<file path="config.mk">
export PLATFORM = sky130hd
export DESIGN_NAME = pixel_color_space_converter
export DESIGN_NICKNAME = d
export VERILOG_FILES = /design/src/rtl/core/pcsc_pkg.sv /design/src/rtl/core/pcsc_datapath.sv /design/src/rtl/core/pixel_color_space_converter.sv
export VERILOG_INCLUDE_DIRS = /design/src /design/src/rtl/core
export SDC_FILE = /design/constraint.sdc
export NUM_CORES = 2
export LEC_CHECK = 0
export BUFFER_PORTS_ARGS = -buffer_cell sky130_fd_sc_hd__buf_2
export CAP_MARGIN = 25
export CORE_UTILIZATION = 65
export CTS_BUF_LIST = sky130_fd_sc_hd__clkbuf_2 sky130_fd_sc_hd__clkbuf_4 sky130_fd_sc_hd__clkbuf_8
export DETAILED_ROUTE_END_ITERATION = 10
export GPL_TIMING_DRIVEN = 0
export MAX_ROUTING_LAYER = met4
export PLACE_DENSITY = 0.82
export SETUP_SLACK_MARGIN = 0.5
export SLEW_MARGIN = 20
export SYNTH_ARGS = -nofsm -noshare
export SYNTH_HDL_FRONTEND = slang
export SYNTH_SLANG_ARGS = --single-unit
</file>
<file path="constraint.sdc">
create_clock -name i_clk -period 26 [get_ports i_clk]
set_input_delay 5.2 -clock i_clk [delete_from_list [all_inputs] [get_ports i_clk]]
set_output_delay 5.2 -clock i_clk [all_outputs]
set_load 0.05 [all_outputs]
</file>
<file path="src/rtl/core/pixel_color_space_converter_assert.svh">
`ifndef PIXEL_COLOR_SPACE_CONVERTER_ASSERT_SVH
`define PIXEL_COLOR_SPACE_CONVERTER_ASSERT_SVH

// same-cycle implication, checked outside reset
`define PCSC_ASSERT_NOW(lbl, ante, cons, msg) \
    lbl: assert property (@(posedge i_clk) disable iff (!i_rst_n) (ante) |-> (cons)) \
        else $error(msg);

// next-cycle implication, checked outside reset
`define PCSC_ASSERT_NEXT(lbl, ante, cons, msg) \
    lbl: assert property (@(posedge i_clk) disable iff (!i_rst_n) (ante) |=> (cons)) \
        else $error(msg);

`endif

</file>
<file path="src/rtl/core/pcsc_pkg.sv">
package pcsc_pkg;

    typedef enum logic [2:0] {
        MODE_BGR_YCC  = 3'd0,
        MODE_BGR_GRAY = 3'd1,
        MODE_RGB_YCC  = 3'd2,
        MODE_RGB_GRAY = 3'd3,
        MODE_YCC_BGR  = 3'd4
    } t_mode;

    localparam int unsigned MODE_W = 3;
    localparam int unsigned PIX_W  = 8;
    localparam int unsigned FWD_W  = 24;
    localparam int unsigned INV_W  = 20;
    localparam int unsigned INVP_W = 18;

    localparam logic [15:0] K_Y_R  = 16'd19595;
    localparam logic [15:0] K_Y_G  = 16'd38470;
    localparam logic [15:0] K_Y_B  = 16'd7471;
    localparam logic [15:0] K_ROUND = 16'd32767;
    localparam logic [15:0] K_CB_R = 16'd11059;
    localparam logic [15:0] K_CB_G = 16'd21709;
    localparam logic [15:0] K_CR_G = 16'd27439;
    localparam logic [15:0] K_CR_B = 16'd5329;
    localparam logic [FWD_W-1:0] K_CHROMA_BIAS = 24'd8388608;

    localparam logic signed [9:0] K_R_CR = 10'sd358;
    localparam logic signed [9:0] K_G_CR = 10'sd183;
    localparam logic signed [9:0] K_G_CB = 10'sd87;
    localparam logic signed [9:0] K_B_CB = 10'sd454;

    typedef struct packed {
        logic en1;
        logic en2;
        logic en3;
    } t_pipe_ctl;

endpackage

</file>
<file path="src/rtl/core/pcsc_datapath.sv">
module pcsc_datapath
    import pcsc_pkg::*;
(
    input  logic              i_clk,
    input  t_pipe_ctl         i_ctl,
    input  logic [MODE_W-1:0] i_mode,
    input  logic [PIX_W-1:0]  i_chan0,
    input  logic [PIX_W-1:0]  i_chan1,
    input  logic [PIX_W-1:0]  i_chan2,
    output logic [PIX_W-1:0]  o_chan0,
    output logic [PIX_W-1:0]  o_chan1,
    output logic [PIX_W-1:0]  o_chan2
);

    function automatic logic [PIX_W-1:0] clamp8(input logic signed [INV_W-1:0] s);
        logic signed [INV_W-9:0] q;
        q = INV_W'(s >>> 8) >= 0 ? (INV_W-8)'(s >>> 8) : (INV_W-8)'(s >>> 8);
        if (q < 0) begin
            return '0;
        end else if (q > 255) begin
            return 8'd255;
        end else begin
            return q[PIX_W-1:0];
        end
    endfunction

    // stage 1: products
    logic [MODE_W-1:0]        r_mode1;
    logic [PIX_W-1:0]         r_r1;
    logic [PIX_W-1:0]         r_b1;
    logic [PIX_W-1:0]         r_y1;
    logic [FWD_W-1:0]         r_py_r, r_py_g, r_py_b;
    logic [FWD_W-1:0]         r_pcb_r, r_pcb_g, r_pcr_g, r_pcr_b;
    logic signed [INVP_W-1:0] r_p_rcr, r_p_gcr, r_p_gcb, r_p_bcb;

    logic [PIX_W-1:0]        n_r, n_b;
    logic signed [PIX_W-1:0] n_cb, n_cr;

    always_comb begin
        if (i_mode == MODE_RGB_YCC || i_mode == MODE_RGB_GRAY) begin
            n_r = i_chan0;
            n_b = i_chan2;
        end else begin
            n_r = i_chan2;
            n_b = i_chan0;
        end
        n_cb = signed'({~i_chan1[PIX_W-1], i_chan1[PIX_W-2:0]});
        n_cr = signed'({~i_chan2[PIX_W-1], i_chan2[PIX_W-2:0]});
    end

    always_ff @(posedge i_clk) begin
        if (i_ctl.en1) begin
            r_mode1 <= i_mode;
            r_r1    <= n_r;
            r_b1    <= n_b;
            r_y1    <= i_chan0;
            r_py_r  <= FWD_W'(n_r) * FWD_W'(K_Y_R);
            r_py_g  <= FWD_W'(i_chan1) * FWD_W'(K_Y_G);
            r_py_b  <= FWD_W'(n_b) * FWD_W'(K_Y_B);
            r_pcb_r <= FWD_W'(n_r) * FWD_W'(K_CB_R);
            r_pcb_g <= FWD_W'(i_chan1) * FWD_W'(K_CB_G);
            r_pcr_g <= FWD_W'(i_chan1) * FWD_W'(K_CR_G);
            r_pcr_b <= FWD_W'(n_b) * FWD_W'(K_CR_B);
            r_p_rcr <= INVP_W'(n_cr) * INVP_W'(K_R_CR);
            r_p_gcr <= INVP_W'(n_cr) * INVP_W'(K_G_CR);
            r_p_gcb <= INVP_W'(n_cb) * INVP_W'(K_G_CB);
            r_p_bcb <= INVP_W'(n_cb) * INVP_W'(K_B_CB);
        end
    end

    // stage 2: sums
    logic [MODE_W-1:0]       r_mode2;
    logic [PIX_W-1:0]        r_ylum2, r_cb2, r_cr2;
    logic signed [INV_W-1:0] r_sr2, r_sg2, r_sb2;

    logic [FWD_W-1:0]        n_ysum, n_cbsum, n_crsum;
    logic signed [INV_W-1:0] n_y256;

    always_comb begin
        n_ysum  = r_py_r + r_py_g + r_py_b + FWD_W'(K_ROUND);
        n_cbsum = FWD_W'({r_b1, 15'b0}) + FWD_W'(K_ROUND) + K_CHROMA_BIAS
                  - r_pcb_r - r_pcb_g;
        n_crsum = FWD_W'({r_r1, 15'b0}) + FWD_W'(K_ROUND) + K_CHROMA_BIAS
                  - r_pcr_g - r_pcr_b;
        n_y256  = signed'(INV_W'({r_y1, 8'b0}));
    end

    always_ff @(posedge i_clk) begin
        if (i_ctl.en2) begin
            r_mode2 <= r_mode1;
            r_ylum2 <= n_ysum[FWD_W-1:FWD_W-PIX_W];
            r_cb2   <= n_cbsum[FWD_W-1:FWD_W-PIX_W];
            r_cr2   <= n_crsum[FWD_W-1:FWD_W-PIX_W];
            r_sr2   <= n_y256 + INV_W'(r_p_rcr);
            r_sg2   <= n_y256 - INV_W'(r_p_gcr) - INV_W'(r_p_gcb);
            r_sb2   <= n_y256 + INV_W'(r_p_bcb);
        end
    end

    // stage 3: clamp and select
    logic [PIX_W-1:0] r_o0, r_o1, r_o2;
    logic [PIX_W-1:0] n_o0, n_o1, n_o2;

    always_comb begin
        unique case (r_mode2)
            MODE_BGR_YCC, MODE_RGB_YCC: begin
                n_o0 = r_ylum2;
                n_o1 = r_cb2;
                n_o2 = r_cr2;
            end
            MODE_BGR_GRAY, MODE_RGB_GRAY: begin
                n_o0 = r_ylum2;
                n_o1 = '0;
                n_o2 = '0;
            end
            MODE_YCC_BGR: begin
                n_o0 = clamp8(r_sb2);
                n_o1 = clamp8(r_sg2);
                n_o2 = clamp8(r_sr2);
            end
            default: begin
                n_o0 = '0;
                n_o1 = '0;
                n_o2 = '0;
            end
        endcase
    end

    always_ff @(posedge i_clk) begin
        if (i_ctl.en3) begin
            r_o0 <= n_o0;
            r_o1 <= n_o1;
            r_o2 <= n_o2;
        end
    end

    assign o_chan0 = r_o0;
    assign o_chan1 = r_o1;
    assign o_chan2 = r_o2;

endmodule

</file>
<file path="src/rtl/core/pixel_color_space_converter.sv">
// channel   | handshake           | payload
// ----------+---------------------+-----------------------------------------
// input     | i_valid / o_stall   | i_in_chan0, i_in_chan1, i_in_chan2
// output    | o_valid / i_stall   | o_out_chan0, o_out_chan1, o_out_chan2
// config    | i_cfg_we            | i_cfg_data (conversion mode)
//
// One pixel per cycle while o_stall is low; each pixel passes through the product, sum and
// clamp/select register stages.
// Reset clears the stage valid bits and sets the mode to bgr-ycbcr.
// A stall holds the output register; earlier stages keep moving into empty
// slots, so o_stall rises only when all three stages are full.
`include "pixel_color_space_converter_assert.svh"

module pixel_color_space_converter
    import pcsc_pkg::*;
(
    input  logic              i_clk,
    input  logic              i_rst_n,
    input  logic              i_cfg_we,
    input  logic [MODE_W-1:0] i_cfg_data,
    input  logic              i_valid,
    output logic              o_stall,
    input  logic [PIX_W-1:0]  i_in_chan0,
    input  logic [PIX_W-1:0]  i_in_chan1,
    input  logic [PIX_W-1:0]  i_in_chan2,
    output logic              o_valid,
    input  logic              i_stall,
    output logic [PIX_W-1:0]  o_out_chan0,
    output logic [PIX_W-1:0]  o_out_chan1,
    output logic [PIX_W-1:0]  o_out_chan2
);

    logic [MODE_W-1:0] r_mode;
    logic [3:1]        r_vld;
    t_pipe_ctl         w_ctl;

    always_comb begin
        w_ctl.en3 = !r_vld[3] || !i_stall;
        w_ctl.en2 = !r_vld[2] || w_ctl.en3;
        w_ctl.en1 = !r_vld[1] || w_ctl.en2;
    end

    always_ff @(posedge i_clk) begin
        if (!i_rst_n) begin
            r_mode <= MODE_BGR_YCC;
            r_vld  <= '0;
        end else begin
            if (i_cfg_we) begin
                r_mode <= i_cfg_data;
            end
            if (w_ctl.en1) begin
                r_vld[1] <= i_valid;
            end
            if (w_ctl.en2) begin
                r_vld[2] <= r_vld[1];
            end
            if (w_ctl.en3) begin
                r_vld[3] <= r_vld[2];
            end
        end
    end

    pcsc_datapath u_datapath (
        .i_clk   (i_clk),
        .i_ctl   (w_ctl),
        .i_mode  (r_mode),
        .i_chan0 (i_in_chan0),
        .i_chan1 (i_in_chan1),
        .i_chan2 (i_in_chan2),
        .o_chan0 (o_out_chan0),
        .o_chan1 (o_out_chan1),
        .o_chan2 (o_out_chan2)
    );

    assign o_stall = !w_ctl.en1;
    assign o_valid = r_vld[3];

    `PCSC_ASSERT_NOW(a_stall_only_when_full, o_stall, r_vld == 3'b111,
        "input stalled while a pipeline stage is empty")
    `PCSC_ASSERT_NEXT(a_accept_enters, i_valid && !o_stall, r_vld[1],
        "accepted transaction did not enter stage one")
    `PCSC_ASSERT_NEXT(a_bubble_drains, r_vld[3] && !i_stall && !r_vld[2], !o_valid,
        "output valid without a transaction behind it")

endmodule

</file>
==> impl_metrics.env <==
export IMPL_hold_violations=0
export IMPL_dp_hpwl_um=62990
export IMPL_cts_made_buffers=53
export IMPL_netlist_cell_type_count=72
export IMPL_grt_start_max_net_pins=61
export IMPL_cts_root_buf="clkbuf_8"
export IMPL_core_area_um2=48850
export IMPL_wl_um=76200
export IMPL_drt_initial_drc_count=1543
export IMPL_cts_repair_resized=0
export IMPL_synthArstFlopShare_pct=0
export IMPL_synth_area_um2=32100
export IMPL_finalSetupViolCount=0
export IMPL_cts_tree="done"
export IMPL_drc=0
export IMPL_grt_pass1_vias=23010
export IMPL_ys_warn_count=0
export IMPL_portBuffers=57
export IMPL_grt_setup_unrepaired="false"
export IMPL_layout_drive_gt1_share_pct=5.834
export IMPL_syn_nets=3970
export IMPL_holdBufCountCts=0
export IMPL_track_usage_pct=32.31
export IMPL_worst_pin_slew_ns=0.9734
export IMPL_post_route_util_pct=70.56
export IMPL_grt_overflow=0
export IMPL_antenna_left=0
export IMPL_syn_to_final_growth_pct=7.370
export IMPL_r2r_start="r_mode[1]"
export IMPL_postCtsSetupBuffers=0
export IMPL_synth_top_cells_by_area="edfxtp_1, ha_1, fa_1"
export IMPL_num_rows=81
export IMPL_relSlewSlack_pct=34.42
export IMPL_synthMuxAreaShare_pct=0.4677
export IMPL_synth_simple_area_share_pct=7.055
export IMPL_crit_slowest_cell="and3_1"
export IMPL_skew_ns=0.05075
export IMPL_clk_path_buf_depth=3
export IMPL_fillers=3536
export IMPL_synth_adder_area_share_pct=41.79
export IMPL_period_minus_slack_ns=11.67
export IMPL_io_pins=58
export IMPL_outcome="completed"
export IMPL_wl_per_cell_um=19.86
export IMPL_die_area_um2=50280
export IMPL_crit_type="primary input to output port"
export IMPL_nNetsFinal=4087
export IMPL_irDropWorstVdd_v=0.00008653
export IMPL_antenna_found_initial=2
export IMPL_syn_inst=3014
export IMPL_arrival_ns=6.47
export IMPL_yosysTopAreaCellShare_pct=28.62
export IMPL_clkSlewWorstSetupHoldPaths_ns=0.06
export IMPL_cp_num_buf_inv=4
export IMPL_synth_compound_area_share_pct=8.988
export IMPL_dr_pass1_iters=5
export IMPL_drv_cap=0
export IMPL_vias=22160
export IMPL_powerDensity_nw_per_um2=132.1
export IMPL_grt_pass1_wl_um=120500
export IMPL_maxSlewViolCount=0
export IMPL_yosys_register_bits=312
export IMPL_ys_flop_type="edfxtp_1"
export IMPL_die_h_um=224.2
export IMPL_gp_congestion=0.9888
export IMPL_power_leakage_uw=0.01769
export IMPL_cp_startpoint="i_stall"
export IMPL_end_kind="output port"
export IMPL_ys_seq_area_share_pct=29.00
export IMPL_start_util_pct=65.72
export IMPL_worstPathMaxFanout=53
export IMPL_finalSetupTns_ns=0
export IMPL_worstHoldStart="u_datapath.r_mode1[2]"
export IMPL_synth_avg_cell_area_um2=10.65
export IMPL_post_synth_top_area_cell="edfxtp_1"
export IMPL_hold_class="flip-flop to flip-flop"
export IMPL_synth_most_common_cell="ha_1"
export IMPL_die_x_um=224.2
export IMPL_slowest_delay_ns=0.28
export IMPL_start_kind="primary input"
export IMPL_synth_commonest_cells="ha_1, inv_1, edfxtp_1"
export IMPL_fmax_mhz=85.71
export IMPL_cts_htree_levels=2
export IMPL_clkLatencyLatePin_ns=0.67
export IMPL_synth_xor_area_share_pct=4.938
export IMPL_synth_edf_count=306
export IMPL_path_common_cell="buf_2"
export IMPL_clock_sinks=312
export IMPL_critPathTopFamily="buffers and inverters"
export IMPL_fin_crit_sh_pct=44.88
export IMPL_path_cells="buf_2 > and3_1 > nand2_4 > buf_16 > inv_1 > buf_2"
export IMPL_critPathRequiredTime_ns=20.80
export IMPL_synth_top_family_by_area="adder cells"
export IMPL_via_per_inst=5.776
## through the flow
step	instance area, um^2	instances	hold slack (ns)	setup WS (ns)	total power [uW]
after floorplan	32100	3014	0.4003	9.008	3190
after global placement	33220	3735	0.4144	8.086	3892
after detailed placement	33340	3739	0.4101	14.29	4022
after CTS	34450	3834	0.4245	14.30	4540
after global routing	34470	3835	0.4407	14.23	4947
final	34470	3836	0.4210	14.33	4554
## cell usage in the layout, fill, tap and decap left out, types with 7 or more instances in the layout
cell,n
ha_1,677
inv_1,649
edfxtp_1,306
fa_1,247
nor2_1,161
xnor2_1,125
a21oi_1,115
nand2_1,98
o21ai_0,65
a21o_1,58
buf_2,57
xor2_1,56
clkbuf_8,53
nand3_1,45
nor3_1,41
o21ai_1,28
nor2b_1,27
o21a_1,24
and3_1,20
nand2b_1,18
a211oi_1,17
or3_1,17
o21bai_1,16
or2_2,16
clkbuf_4,15
clkinv_1,15
clkbuf_1,12
a31oi_1,12
o211ai_1,11
nand4_1,11
a21boi_1,10
o22ai_1,10
o31ai_1,9
o41ai_1,8
mux2_2,8
and2_1,7
## worst paths after layout
check / to / slack (ns) / depth (start not counted)
max: o_stall / 14.33 / 6
min: u_datapath.r_mode2[2] / 0.42 / 0
max reg2reg: u_datapath.r_py_b[19] / 18.94 / 20
min reg2reg: u_datapath.r_mode2[2] / 0.42 / 0
## logic make-up after synthesis
family          after synthesis
xor+xnor                    181
mux                          14
simple gates                478
compound gates              441
fa+ha+maj                   924
buf+inv                     664
flops                       312
## layer usage
| metal | part of all wire, % | GRT usage (%) |
|---|---|---|
| met5 | 0 | - |
| met4 | 4.6 | 14.11 |
| met3 | 6.0 | 3.880 |
| met2 | 47 | 51.77 |
| met1 | 42 | 41.62 |
## report_power, final
| group | leakage, uW | internal (uW) | switching, uW |
|---|---|---|---|
| sequential | 0.00331 | 941 | 82.3 |
| clock | 0.000580 | 263 | 207 |
| combinational | 0.0138 | 1240 | 1820 |
| total | 0.0177 | 2440 | 2110 |
## cell type report
cell class,instances,area [um^2],area share [%]
multi-input combinational,2038,20320,58.94
timing repair buffer,62,402.9,1.169
buffer,14,52.55,0.1525
tap,664,830.8,2.410
clock buffer,68,842.1,2.443
antenna,1,2.502,0.007260
sequential,312,9309,27.01
clock inverter,27,270.3,0.7841
inverter,650,2442,7.086
## sequential cells by signal (all words and copies together) (netlist names), 16 cells and up
register            cells
u_datapath.r_pcb_g     22
u_datapath.r_py_g      21
u_datapath.r_py_b      20
u_datapath.r_p_gcb     16
u_datapath.r_py_r      22
u_datapath.r_pcb_r     19
u_datapath.r_p_gcr     17
u_datapath.r_pcr_g     21
u_datapath.r_pcr_b     17
No activity file was read; power rests on OpenSTA's default activity.
